`config.mk`:
```
export PLATFORM = sky130hd
export DESIGN_NAME = text_to_bcd_tape_encoder_unit
export DESIGN_NICKNAME = d
export VERILOG_FILES = /design/src/hw/rtl/tbte_pkg.sv /design/src/hw/rtl/tbte_front.sv /design/src/hw/rtl/tbte_queue.sv /design/src/hw/rtl/tbte_back.sv /design/src/hw/rtl/text_to_bcd_tape_encoder_unit.sv
export SDC_FILE = /design/constraint.sdc
export NUM_CORES = 1
export LEC_CHECK = 0
export BUFFER_PORTS_ARGS = -buffer_cell sky130_fd_sc_hd__buf_2
export CELL_PAD_IN_SITES_DETAIL_PLACEMENT = 0
export CELL_PAD_IN_SITES_GLOBAL_PLACEMENT = 2
export CORE_MARGIN = 2
export CORE_UTILIZATION = 43
export DETAILED_ROUTE_END_ITERATION = 16
export GPL_ROUTABILITY_DRIVEN = 0
export PLACE_DENSITY = 0.87
export SLEW_MARGIN = 20
export SYNTH_ARGS = -nofsm -noshare
export SYNTH_HDL_FRONTEND = slang
export SYNTH_SLANG_ARGS = --single-unit
export TNS_END_PERCENT = 30
```
`constraint.sdc`:
```
create_clock -name clk -period 12.6 [get_ports clk]
set_clock_uncertainty 0.2 [all_clocks]
set_input_delay 0.63 -clock clk [delete_from_list [all_inputs] [get_ports clk]]
set_output_delay 0.63 -clock clk [all_outputs]
set_load 0.02 [all_outputs]
```
`src/hw/rtl/tbte_pkg.sv`:
```
package tbte_pkg;

  localparam int MAX_BLOCK   = 32768;
  localparam int QUEUE_DEPTH = 4;

  // block position saturates at the smaller of MAX_BLOCK - 1 and 32767
  localparam logic [14:0] BLOCK_CAP =
    15'((MAX_BLOCK - 1 < 32767) ? MAX_BLOCK - 1 : 32767);
  localparam logic [14:0] RECORD_CAP = 15'h7FFF;

  localparam logic [7:0] MARK_BYTE = 8'o217;

  localparam logic [11:0] RECORD_LENGTH_RST = 12'd80;
  localparam logic [14:0] BLOCK_LENGTH_RST  = 15'd84;

  localparam logic [1:0] CFG_ALT_CHARSET   = 2'd0;
  localparam logic [1:0] CFG_RECORD_LENGTH = 2'd1;
  localparam logic [1:0] CFG_BLOCK_LENGTH  = 2'd2;

  typedef enum logic [2:0] {
    OP_CHAR,
    OP_TAB,
    OP_NL,
    OP_MARK,
    OP_EOT
  } op_t;

  // code: parity plus six-bit BCD, block start flag is added in the back end
  typedef struct packed {
    op_t        op;
    logic [6:0] code;
  } q_entry_t;

  typedef struct packed {
    logic        alt_charset;
    logic [11:0] record_length;
    logic [14:0] block_length;
  } cfg_t;

endpackage

```
`src/hw/rtl/tbte_front.sv`:
```
module tbte_front (
  input  logic                clk,
  input  logic                rst_n,
  input  tbte_pkg::cfg_t      cfg,
  input  logic                in_valid,
  output logic                in_stall,
  input  logic                in_action,
  input  logic [6:0]          in_text_char,
  output logic                q_push,
  output tbte_pkg::q_entry_t  q_wdata,
  input  logic                q_full
);

  localparam logic [6:0] CH_TAB   = 7'h09;
  localparam logic [6:0] CH_NL    = 7'h0A;
  localparam logic [6:0] CH_FF    = 7'h0C;
  localparam logic [6:0] CH_CR    = 7'h0D;
  localparam logic [6:0] CH_SPACE = 7'h20;
  localparam logic [6:0] CH_TILDE = 7'h7E;

  function automatic logic [5:0] bcd_code(input logic alt, input logic [6:0] ch);
    logic [6:0] u;
    logic [5:0] c;
    u = ch;
    if (ch >= 7'h61 && ch <= 7'h7A) u = ch - 7'h20;
    c = alt ? 6'o20 : 6'o60;
    if (u >= 7'h41 && u <= 7'h49) begin
      c = (alt ? 6'o61 : 6'o21) + 6'(u - 7'h41);
    end else if (u >= 7'h4A && u <= 7'h52) begin
      c = 6'o41 + 6'(u - 7'h4A);
    end else if (u >= 7'h53 && u <= 7'h5A) begin
      c = (alt ? 6'o22 : 6'o62) + 6'(u - 7'h53);
    end else if (u >= 7'h31 && u <= 7'h39) begin
      c = 6'(u - 7'h30);
    end else if (!alt) begin
      case (ch)
        7'h21: c = 6'o52;
        7'h24: c = 6'o53;
        7'h27: c = 6'o14;
        7'h28: c = 6'o74;
        7'h29: c = 6'o34;
        7'h2A: c = 6'o54;
        7'h2B: c = 6'o20;
        7'h2C: c = 6'o73;
        7'h2D: c = 6'o40;
        7'h2E: c = 6'o33;
        7'h2F: c = 6'o61;
        7'h30: c = 6'o00;
        7'h3D: c = 6'o13;
        7'h3F: c = 6'o32;
        default: c = 6'o60;
      endcase
    end else begin
      case (ch)
        7'h21: c = 6'o52;
        7'h22: c = 6'o37;
        7'h24: c = 6'o53;
        7'h27: c = 6'o14;
        7'h28: c = 6'o34;
        7'h29: c = 6'o74;
        7'h2A: c = 6'o54;
        7'h2B: c = 6'o60;
        7'h2C: c = 6'o33;
        7'h2D: c = 6'o40;
        7'h2E: c = 6'o73;
        7'h2F: c = 6'o21;
        7'h30: c = 6'o12;
        7'h3B: c = 6'o56;
        7'h3C: c = 6'o76;
        7'h3D: c = 6'o13;
        7'h3E: c = 6'o16;
        7'h3F: c = 6'o72;
        7'h5B: c = 6'o75;
        7'h5C: c = 6'o36;
        7'h5D: c = 6'o55;
        7'h5F: c = 6'o57;
        7'h7B: c = 6'o17;
        7'h7C: c = 6'o32;
        7'h7D: c = 6'o77;
        7'h7E: c = 6'o35;
        default: c = 6'o20;
      endcase
    end
    return c;
  endfunction

  // even parity lands in bit 6
  function automatic logic [6:0] tape_code(input logic alt, input logic [6:0] ch);
    logic [5:0] c;
    c = bcd_code(alt, ch);
    return {^c, c};
  endfunction

  logic       skip_r, skip_nxt;
  logic       keep;
  logic       accept;
  logic [6:0] char_code;
  logic [6:0] blank_code;

  assign in_stall   = q_full;
  assign accept     = in_valid && !q_full;
  assign char_code  = tape_code(cfg.alt_charset, in_text_char);
  assign blank_code = tape_code(cfg.alt_charset, CH_SPACE);

  always_comb begin
    keep         = 1'b1;
    skip_nxt     = skip_r;
    q_wdata.op   = tbte_pkg::OP_CHAR;
    q_wdata.code = char_code;
    if (in_action) begin
      q_wdata.op   = tbte_pkg::OP_EOT;
      q_wdata.code = blank_code;
      skip_nxt     = 1'b0;
    end else if (skip_r) begin
      keep = 1'b0;
      if (in_text_char == CH_NL) skip_nxt = 1'b0;
    end else if (in_text_char == CH_CR) begin
      keep = 1'b0;
    end else if (in_text_char == CH_NL) begin
      q_wdata.op   = tbte_pkg::OP_NL;
      q_wdata.code = blank_code;
    end else if (in_text_char == CH_FF || in_text_char == CH_TILDE) begin
      q_wdata.op = tbte_pkg::OP_MARK;
      skip_nxt   = 1'b1;
    end else if (in_text_char == CH_TAB) begin
      q_wdata.op   = tbte_pkg::OP_TAB;
      q_wdata.code = blank_code;
    end
  end

  assign q_push = accept && keep;

  always_ff @(posedge clk) begin
    if (!rst_n) begin
      skip_r <= 1'b0;
    end else if (accept) begin
      skip_r <= skip_nxt;
    end
  end

endmodule

```
`src/hw/rtl/tbte_queue.sv`:
```
module tbte_queue #(
  parameter int DEPTH = tbte_pkg::QUEUE_DEPTH
) (
  input  logic                clk,
  input  logic                rst_n,
  input  logic                push,
  input  tbte_pkg::q_entry_t  wdata,
  output logic                full,
  input  logic                pop,
  output tbte_pkg::q_entry_t  rdata,
  output logic                not_empty
);

  localparam int PW = (DEPTH > 1) ? $clog2(DEPTH) : 1;
  localparam int CW = $clog2(DEPTH + 1);

  tbte_pkg::q_entry_t mem_r [DEPTH];
  logic [PW-1:0] wr_ptr_r, rd_ptr_r;
  logic [CW-1:0] count_r;
  logic          do_push, do_pop;

  assign full      = (count_r == CW'(DEPTH));
  assign not_empty = (count_r != '0);
  assign do_push   = push && !full;
  assign do_pop    = pop && not_empty;
  assign rdata     = mem_r[rd_ptr_r];

  function automatic logic [PW-1:0] wrap_inc(input logic [PW-1:0] p);
    return (p == PW'(DEPTH - 1)) ? '0 : p + PW'(1);
  endfunction

  always_ff @(posedge clk) begin
    if (do_push) mem_r[wr_ptr_r] <= wdata;
  end

  always_ff @(posedge clk) begin
    if (!rst_n) begin
      wr_ptr_r <= '0;
      rd_ptr_r <= '0;
      count_r  <= '0;
    end else begin
      if (do_push) wr_ptr_r <= wrap_inc(wr_ptr_r);
      if (do_pop)  rd_ptr_r <= wrap_inc(rd_ptr_r);
      if (do_push && !do_pop)      count_r <= count_r + CW'(1);
      else if (do_pop && !do_push) count_r <= count_r - CW'(1);
    end
  end

endmodule

```
`src/hw/rtl/tbte_back.sv`:
```
module tbte_back (
  input  logic                clk,
  input  logic                rst_n,
  input  tbte_pkg::cfg_t      cfg,
  input  logic                q_valid,
  input  tbte_pkg::q_entry_t  q_rdata,
  output logic                q_pop,
  output logic                out_valid,
  input  logic                out_stall,
  output logic [7:0]          out_tape_byte,
  output logic [14:0]         out_run_length,
  output logic                out_last_of_run
);

  typedef enum logic [6:0] {
    S_FETCH    = 7'b0000001,
    S_TAB_FILL = 7'b0000010,
    S_NL_SUM   = 7'b0000100,
    S_NL_TEST  = 7'b0001000,
    S_PAD_REC  = 7'b0010000,
    S_PAD_BLK  = 7'b0100000,
    S_MARK2    = 7'b1000000
  } back_state_t;

  function automatic logic [14:0] blk_add(input logic [14:0] a, input logic [14:0] n);
    logic [15:0] s;
    s = {1'b0, a} + {1'b0, n};
    return (s > {1'b0, tbte_pkg::BLOCK_CAP}) ? tbte_pkg::BLOCK_CAP : s[14:0];
  endfunction

  function automatic logic [14:0] rec_add(input logic [14:0] a, input logic [14:0] n);
    logic [15:0] s;
    s = {1'b0, a} + {1'b0, n};
    return (s > {1'b0, tbte_pkg::RECORD_CAP}) ? tbte_pkg::RECORD_CAP : s[14:0];
  endfunction

  back_state_t state_r, state_nxt;
  logic [14:0] blk_r, blk_nxt;
  logic [14:0] rec_r, rec_nxt;
  logic [14:0] cnt_r, cnt_nxt;
  logic [14:0] bcnt_r, bcnt_nxt;
  logic [14:0] blkp_r, blkp_nxt;
  logic        close_r, close_nxt;
  logic        more_r, more_nxt;
  logic        eot_r, eot_nxt;
  logic [2:0]  fill_r, fill_nxt;
  logic [6:0]  code_r, code_nxt;

  logic        out_valid_r;
  logic [7:0]  out_byte_r;
  logic [14:0] out_len_r;
  logic        out_last_r;

  logic        adv;
  logic        emit;
  logic [7:0]  e_byte;
  logic [14:0] e_len;
  logic        e_last;
  logic [2:0]  tab_fill;
  logic [14:0] rl_ext;
  logic [15:0] test_sum;
  logic        pad_flag;
  logic [14:0] pad_cnt;
  logic [14:0] pad_blk;

  assign adv    = !out_valid_r || !out_stall;
  assign rl_ext = {3'b000, cfg.record_length};
  // blanks needed to reach the next multiple of eight after this one
  assign tab_fill = ~rec_r[2:0];
  assign test_sum = {1'b0, blkp_r} + {4'b0000, cfg.record_length};

  // one step of a blank run: a flagged single blank at block start, else the rest
  assign pad_flag = (blk_r == '0);
  assign pad_cnt  = pad_flag ? cnt_r - 15'd1 : '0;
  assign pad_blk  = blk_add(blk_r, pad_flag ? 15'd1 : cnt_r);

  always_comb begin
    state_nxt = state_r;
    blk_nxt   = blk_r;
    rec_nxt   = rec_r;
    cnt_nxt   = cnt_r;
    bcnt_nxt  = bcnt_r;
    blkp_nxt  = blkp_r;
    close_nxt = close_r;
    more_nxt  = more_r;
    eot_nxt   = eot_r;
    fill_nxt  = fill_r;
    code_nxt  = code_r;
    q_pop     = 1'b0;
    emit      = 1'b0;
    e_byte    = '0;
    e_len     = 15'd1;
    e_last    = 1'b1;
    unique case (state_r)
      S_FETCH: begin
        if (adv && q_valid) begin
          q_pop    = 1'b1;
          code_nxt = q_rdata.code;
          unique case (q_rdata.op)
            tbte_pkg::OP_CHAR: begin
              emit    = 1'b1;
              e_byte  = {blk_r == '0, q_rdata.code};
              blk_nxt = blk_add(blk_r, 15'd1);
              rec_nxt = rec_add(rec_r, 15'd1);
            end
            tbte_pkg::OP_MARK: begin
              emit    = 1'b1;
              e_byte  = tbte_pkg::MARK_BYTE;
              blk_nxt = '0;
            end
            tbte_pkg::OP_TAB: begin
              emit     = 1'b1;
              e_byte   = {blk_r == '0, q_rdata.code};
              e_last   = (tab_fill == '0);
              blk_nxt  = blk_add(blk_r, 15'd1);
              rec_nxt  = rec_add(rec_r, 15'd1);
              fill_nxt = tab_fill;
              if (tab_fill != '0) state_nxt = S_TAB_FILL;
            end
            tbte_pkg::OP_NL: begin
              cnt_nxt   = (rl_ext > rec_r) ? rl_ext - rec_r : '0;
              rec_nxt   = '0;
              eot_nxt   = 1'b0;
              state_nxt = S_NL_SUM;
            end
            tbte_pkg::OP_EOT: begin
              cnt_nxt   = (rec_r != '0 && rl_ext > rec_r) ? rl_ext - rec_r : '0;
              rec_nxt   = '0;
              eot_nxt   = 1'b1;
              more_nxt  = 1'b1;
              state_nxt = S_PAD_REC;
            end
            default: ;
          endcase
        end
      end
      S_TAB_FILL: begin
        if (adv) begin
          emit      = 1'b1;
          e_byte    = {1'b0, code_r};
          e_len     = {12'd0, fill_r};
          blk_nxt   = blk_add(blk_r, {12'd0, fill_r});
          rec_nxt   = rec_add(rec_r, {12'd0, fill_r});
          state_nxt = S_FETCH;
        end
      end
      S_NL_SUM: begin
        blkp_nxt  = blk_add(blk_r, cnt_r);
        state_nxt = S_NL_TEST;
      end
      S_NL_TEST: begin
        close_nxt = (test_sum > {1'b0, cfg.block_length});
        bcnt_nxt  = (close_nxt && blkp_r < cfg.block_length) ?
                    cfg.block_length - blkp_r : '0;
        more_nxt  = (bcnt_nxt != '0);
        state_nxt = S_PAD_REC;
      end
      S_PAD_REC: begin
        if (adv) begin
          if (cnt_r != '0) begin
            emit    = 1'b1;
            e_byte  = {pad_flag, code_r};
            e_len   = pad_flag ? 15'd1 : cnt_r;
            e_last  = (pad_cnt == '0) && !more_r;
            blk_nxt = pad_blk;
            cnt_nxt = pad_cnt;
          end
          if (cnt_r == '0 || pad_cnt == '0) begin
            if (eot_r) begin
              state_nxt = S_MARK2;
            end else begin
              cnt_nxt   = bcnt_r;
              state_nxt = S_PAD_BLK;
            end
          end
        end
      end
      S_PAD_BLK: begin
        if (adv) begin
          if (cnt_r != '0) begin
            emit    = 1'b1;
            e_byte  = {pad_flag, code_r};
            e_len   = pad_flag ? 15'd1 : cnt_r;
            e_last  = (pad_cnt == '0);
            blk_nxt = pad_blk;
            cnt_nxt = pad_cnt;
          end
          if (cnt_r == '0 || pad_cnt == '0) begin
            if (close_r) blk_nxt = '0;
            state_nxt = S_FETCH;
          end
        end
      end
      S_MARK2: begin
        if (adv) begin
          emit      = 1'b1;
          e_byte    = tbte_pkg::MARK_BYTE;
          e_len     = 15'd2;
          blk_nxt   = '0;
          state_nxt = S_FETCH;
        end
      end
      default: state_nxt = S_FETCH;
    endcase
  end

  always_ff @(posedge clk) begin
    if (!rst_n) begin
      state_r     <= S_FETCH;
      blk_r       <= '0;
      rec_r       <= '0;
      out_valid_r <= 1'b0;
    end else begin
      state_r <= state_nxt;
      blk_r   <= blk_nxt;
      rec_r   <= rec_nxt;
      if (adv) out_valid_r <= emit;
    end
  end

  always_ff @(posedge clk) begin
    cnt_r   <= cnt_nxt;
    bcnt_r  <= bcnt_nxt;
    blkp_r  <= blkp_nxt;
    close_r <= close_nxt;
    more_r  <= more_nxt;
    eot_r   <= eot_nxt;
    fill_r  <= fill_nxt;
    code_r  <= code_nxt;
    if (adv && emit) begin
      out_byte_r <= e_byte;
      out_len_r  <= e_len;
      out_last_r <= e_last;
    end
  end

  assign out_valid       = out_valid_r;
  assign out_tape_byte   = out_byte_r;
  assign out_run_length  = out_len_r;
  assign out_last_of_run = out_last_r;

endmodule

```
`src/hw/rtl/text_to_bcd_tape_encoder_unit.sv`:
```
// Channel   Handshake              Payload
// in        in_valid / in_stall    in_action, in_text_char
// out       out_valid / out_stall  out_tape_byte, out_run_length, out_last_of_run
// cfg       cfg_wr_en              cfg_index, cfg_wdata
//
// An item is classified and queued in its accept cycle; CR and skipped text are dropped.
// Back end takes a queued item only when done with the last: a character or mark gives one
// run, a tab a blank plus any fill run, a newline a sum and block test, then record and
// block pad runs, end of text record pad runs and a double mark.
// Synchronous active-low reset clears positions, skip flag, queue and output valid flag.
// The input stalls only while the queue is full; out_stall holds the output register.
module text_to_bcd_tape_encoder_unit #(
  parameter int QUEUE_DEPTH = tbte_pkg::QUEUE_DEPTH
) (
  input  logic        clk,
  input  logic        rst_n,
  input  logic        cfg_wr_en,
  input  logic [1:0]  cfg_index,
  input  logic [14:0] cfg_wdata,
  input  logic        in_valid,
  output logic        in_stall,
  input  logic        in_action,
  input  logic [6:0]  in_text_char,
  output logic        out_valid,
  input  logic        out_stall,
  output logic [7:0]  out_tape_byte,
  output logic [14:0] out_run_length,
  output logic        out_last_of_run
);

  tbte_pkg::cfg_t     cfg_r;
  tbte_pkg::q_entry_t q_wdata, q_rdata;
  logic               q_push, q_full, q_pop, q_valid;

  always_ff @(posedge clk) begin
    if (!rst_n) begin
      cfg_r.alt_charset   <= 1'b0;
      cfg_r.record_length <= tbte_pkg::RECORD_LENGTH_RST;
      cfg_r.block_length  <= tbte_pkg::BLOCK_LENGTH_RST;
    end else if (cfg_wr_en) begin
      case (cfg_index)
        tbte_pkg::CFG_ALT_CHARSET:   cfg_r.alt_charset   <= cfg_wdata[0];
        tbte_pkg::CFG_RECORD_LENGTH: cfg_r.record_length <= cfg_wdata[11:0];
        tbte_pkg::CFG_BLOCK_LENGTH:  cfg_r.block_length  <= cfg_wdata;
        default: ;
      endcase
    end
  end

  tbte_front u_front (
    .clk          (clk),
    .rst_n        (rst_n),
    .cfg          (cfg_r),
    .in_valid     (in_valid),
    .in_stall     (in_stall),
    .in_action    (in_action),
    .in_text_char (in_text_char),
    .q_push       (q_push),
    .q_wdata      (q_wdata),
    .q_full       (q_full)
  );

  tbte_queue #(
    .DEPTH (QUEUE_DEPTH)
  ) u_queue (
    .clk       (clk),
    .rst_n     (rst_n),
    .push      (q_push),
    .wdata     (q_wdata),
    .full      (q_full),
    .pop       (q_pop),
    .rdata     (q_rdata),
    .not_empty (q_valid)
  );

  tbte_back u_back (
    .clk             (clk),
    .rst_n           (rst_n),
    .cfg             (cfg_r),
    .q_valid         (q_valid),
    .q_rdata         (q_rdata),
    .q_pop           (q_pop),
    .out_valid       (out_valid),
    .out_stall       (out_stall),
    .out_tape_byte   (out_tape_byte),
    .out_run_length  (out_run_length),
    .out_last_of_run (out_last_of_run)
  );

endmodule

```
==> impl_metrics.yaml <==
run_status:
  outcome: "finished, violations left"
  violations: "DRC"
timing:
  fin_setup_tns_ns: 0
  rsz0062_at_grt: "no"
  fin_hold_ws_ns: 0.196
  maxSlewHeadroom_pct: 34.5
  final.min_clock_period_ns: 5.29
  worst_pin_slew_ns: 0.979
  setup_violations: 0
  final_max_slew_viol_count: 0
  timing_hold_violations_final: 0
  fin_crit_sh_pct: 42.0
  clock.fmax_mhz: 189
clocking:
  postCtsHoldBufs: 0
  h-tree-depth: 4
  clock_path_buffers: 2
  cts_made_buffers: 17
  tritoncts: "built"
  clock-sinks: 198
  cts_resized: 0
  root_buffer: "clkbuf_16"
  clk_transition_reported_paths_ns: 0.07
  clock_latency_ns: 0.46
  post_cts_buffers: 0
synth:
  netlist_area_um2: 15600
  yosys.cell_count.top_type: "nand2_1"
  syn_avg_cell_area_um2: 8.47
  postSynth.asyncResetShare_pct: 0
  synth-seq-cells: 198
  synth_top_area_share_pct: 23.5
  dominantRegCellSynth: "edfxtp_1"
  synth_edf_count: 122
  ys_top_cells_by_count: "172 x nand2_1, 162 x nor2_1, 159 x a21oi_1"
  ys_types: 87
  synthTopCellsByArea: "edfxtp_1 24%, dfxtp_1 9.8%, ha_1 9.6%"
  ys_seq_area_share_pct: 33.3
  synthCells: 1841
  synth.net_count: 1999
  yosysWarningCount: 0
  yosys.area.top_type: "edfxtp_1"
place:
  dp_hpwl_um: 34600
  portBuffers: 55
layout:
  diodes: 0
  fillCellCount: 3543
  area_growth_pct: 7.84
  multi_input_area_um2: 9620
  seq_area_um2: 5180
  postLayoutCoreUtil_pct: 47.1
  drive_above_1_share_pct: 8.87
  nets: 1994
grt:
  antenna_found_initial: 0
  grt_pass1_wl_um: 74300
  gr-total-overflow: 0
  gr-usage-all-layers_pct: 24.8
  grt_pass1_vias: 13200
  grt_max_degree: 37
routing:
  totalWireLength_um: 46200
  drtPass1Iterations: 12
  routedWlPerCell_um: 20.0
  ant_nets: 0
  drc_errors: 4
  drt_iter0_drc: 1127
  via_count: 13600
  drt-vias-per-instance: 5.89
die:
  io_pins: 56
  core_um2: 35700
  dieHeight_um: 194
  row_count: 69
  initial_core_util_pct: 43.7
  dieArea_um2: 37800
  die_x_um: 194
critical_path:
  critPathKind: "in2reg"
  start_kind: "input pin"
  critPathMaxStageDelay_ns: 0.50
  critPathArrivalTime_ns: 5.32
  required_ns: 12.63
  crit_path_max_fanout: 36
  critical_path.top_delay_family: "compound AO/OA/AOI/OAI gates"
  critPathBufInv: 4
  cp_cell_sequence: "buf_2 > inv_1 > ha_1 > nor2b_1 > a2bb2oi_1 > a32oi_1 > buf_4 > xnor2_1 > inv_1 > ha_1 > nand3_1 > o21ai_0 > o21ai_0 > mux2i_1 > a2111oi_0 > a211oi_1 > xor2_1 > xnor2_1 > xnor3_1 > mux2i_1"
  endpoint_kind: "register"
  slowest_stage: "buf_2"
min_path:
  hp-class: "in2reg"
power_and_ir_drop:
  total_power_mw: 3.03
  p_per_area_nw_per_um2: 181
  power_frac_comb_pct: 47.5
  p_sw_mw: 1.34
  switching_share_pct: 44.3
  vdd_drop_max_uv: 106
  power.leakage_nw: 6.39
  p_int_mw: 1.69
  pwr-share-clk_pct: 18.7
  pwr-share-seq_pct: 33.8
flow_run:
  cap_violations: 0
## layer usage
metal  part of all wire [%]  global-route usage [%]  up-vias
met1                     48                    35.5     6510
met4                    1.7                    6.41        0
met5                      0                       0        -
met3                    5.0                    3.21       49
met2                     45                    39.5      362
li1                       -                       -     6696
## worst paths after layout
check                                    from                             to  slack, ns  cells past startpoint
max reg2reg            cfg_r[16]$_SDFFE_PN0P_    u_back.more_r$_SDFFCE_PN1P_       7.59                     21
min                              cfg_wdata[6]         cfg_r[21]$_SDFFE_PN1P_       0.20                      3
max                           in_text_char[2]  u_queue.mem_r[1][6]$_DFFE_PP_       7.31                     20
min reg2reg  u_queue.rd_ptr_r[1]$_SDFFE_PN0P_                       register       0.29                      2
## final cells by class
| type | instances | area share [%] |
|---|---|---|
| multi-input cells | 1431 | 57.2 |
| clock buffers | 18 | 2.55 |
| repair buffers | 72 | 2.40 |
| inverters | 116 | 2.59 |
| flip-flops and latches | 198 | 30.8 |
| well taps | 461 | 3.43 |
| clock inverters | 14 | 0.960 |
## sequential cells by signal, summed over array words and instances, names as in the netlist, 2 cells and up, named ones only
name                   cells
u_queue.mem_r             40
cfg_r                     28
u_back.bcnt_r             15
u_back.blk_r              15
u_back.blkp_r             15
u_back.cnt_r              15
u_back.out_run_length     15
u_back.rec_r              15
u_back.out_tape_byte       8
u_back.code_r              7
u_back.state_r             7
u_back.fill_r              3
u_queue.count_r            3
u_queue.rd_ptr_r           2
u_queue.wr_ptr_r           2
## logic make-up (layout without fill, tap and decap cells)
logic type / after synthesis / after routing / synth area share, %
DFF: 198 / 198 / 33.3
adders and majority gates: 129 / 129 / 10.8
and+or+nand+nor: 633 / 633 / 19.9
xor gates and xnor gates: 105 / 105 / 6.08
muxes: 33 / 33 / 3.00
AOI/OAI and AO/OA: 531 / 531 / 21.7
buffers and inverters: 212 / 220 / 5.27
## power by group through the flow
stage	Clock [mW]	Sequential (mW)	Combinational, mW
2_1_floorplan	0	0.974	1.07
3_3_place_gp	0	1.03	1.42
3_5_place_dp	0	1.04	1.43
4_1_cts	0.580	1.02	1.44
5_1_grt	0.604	1.04	1.61
6_report	0.568	1.02	1.44
## cells in the final DEF, fill, tap and decap left out, types with 18 or more instances in the layout
master    Yosys  layout
o21ai_0     116     115
nand3_1      46      46
nand2b_1     21      21
inv_1       115     115
nor2b_1      23      23
and2_1       31      31
nand4_1      23      23
a211oi_1     31      30
a21o_1       31      31
nor2_1      162     162
nand2_1     172     172
a31oi_1      21      21
a21oi_1     159     159
xnor2_1      74      74
edfxtp_1    122     122
xor2_1       29      29
dfxtp_1      76      76
nor3_1       44      44
or2_2        18      18
buf_2         5      55
ha_1        119     119
## tightest hold or removal path, cell delays in order
cell,delay (ns)
buf_2,0.09
nand2_1,0.04
nand3_1,0.06
## stage by stage
stage | cells | area (µm²) | worst slack (ns)
final | 2310 | 16800 | 7.31
after global placement | 2277 | 16200 | 7.10
after detailed placement | 2277 | 16200 | 6.93
after floorplan | 1841 | 15600 | 7.86
after CTS | 2309 | 16800 | 7.39
after global routing | 2310 | 16800 | 6.91
No activity file was read; power rests on OpenSTA's default activity.
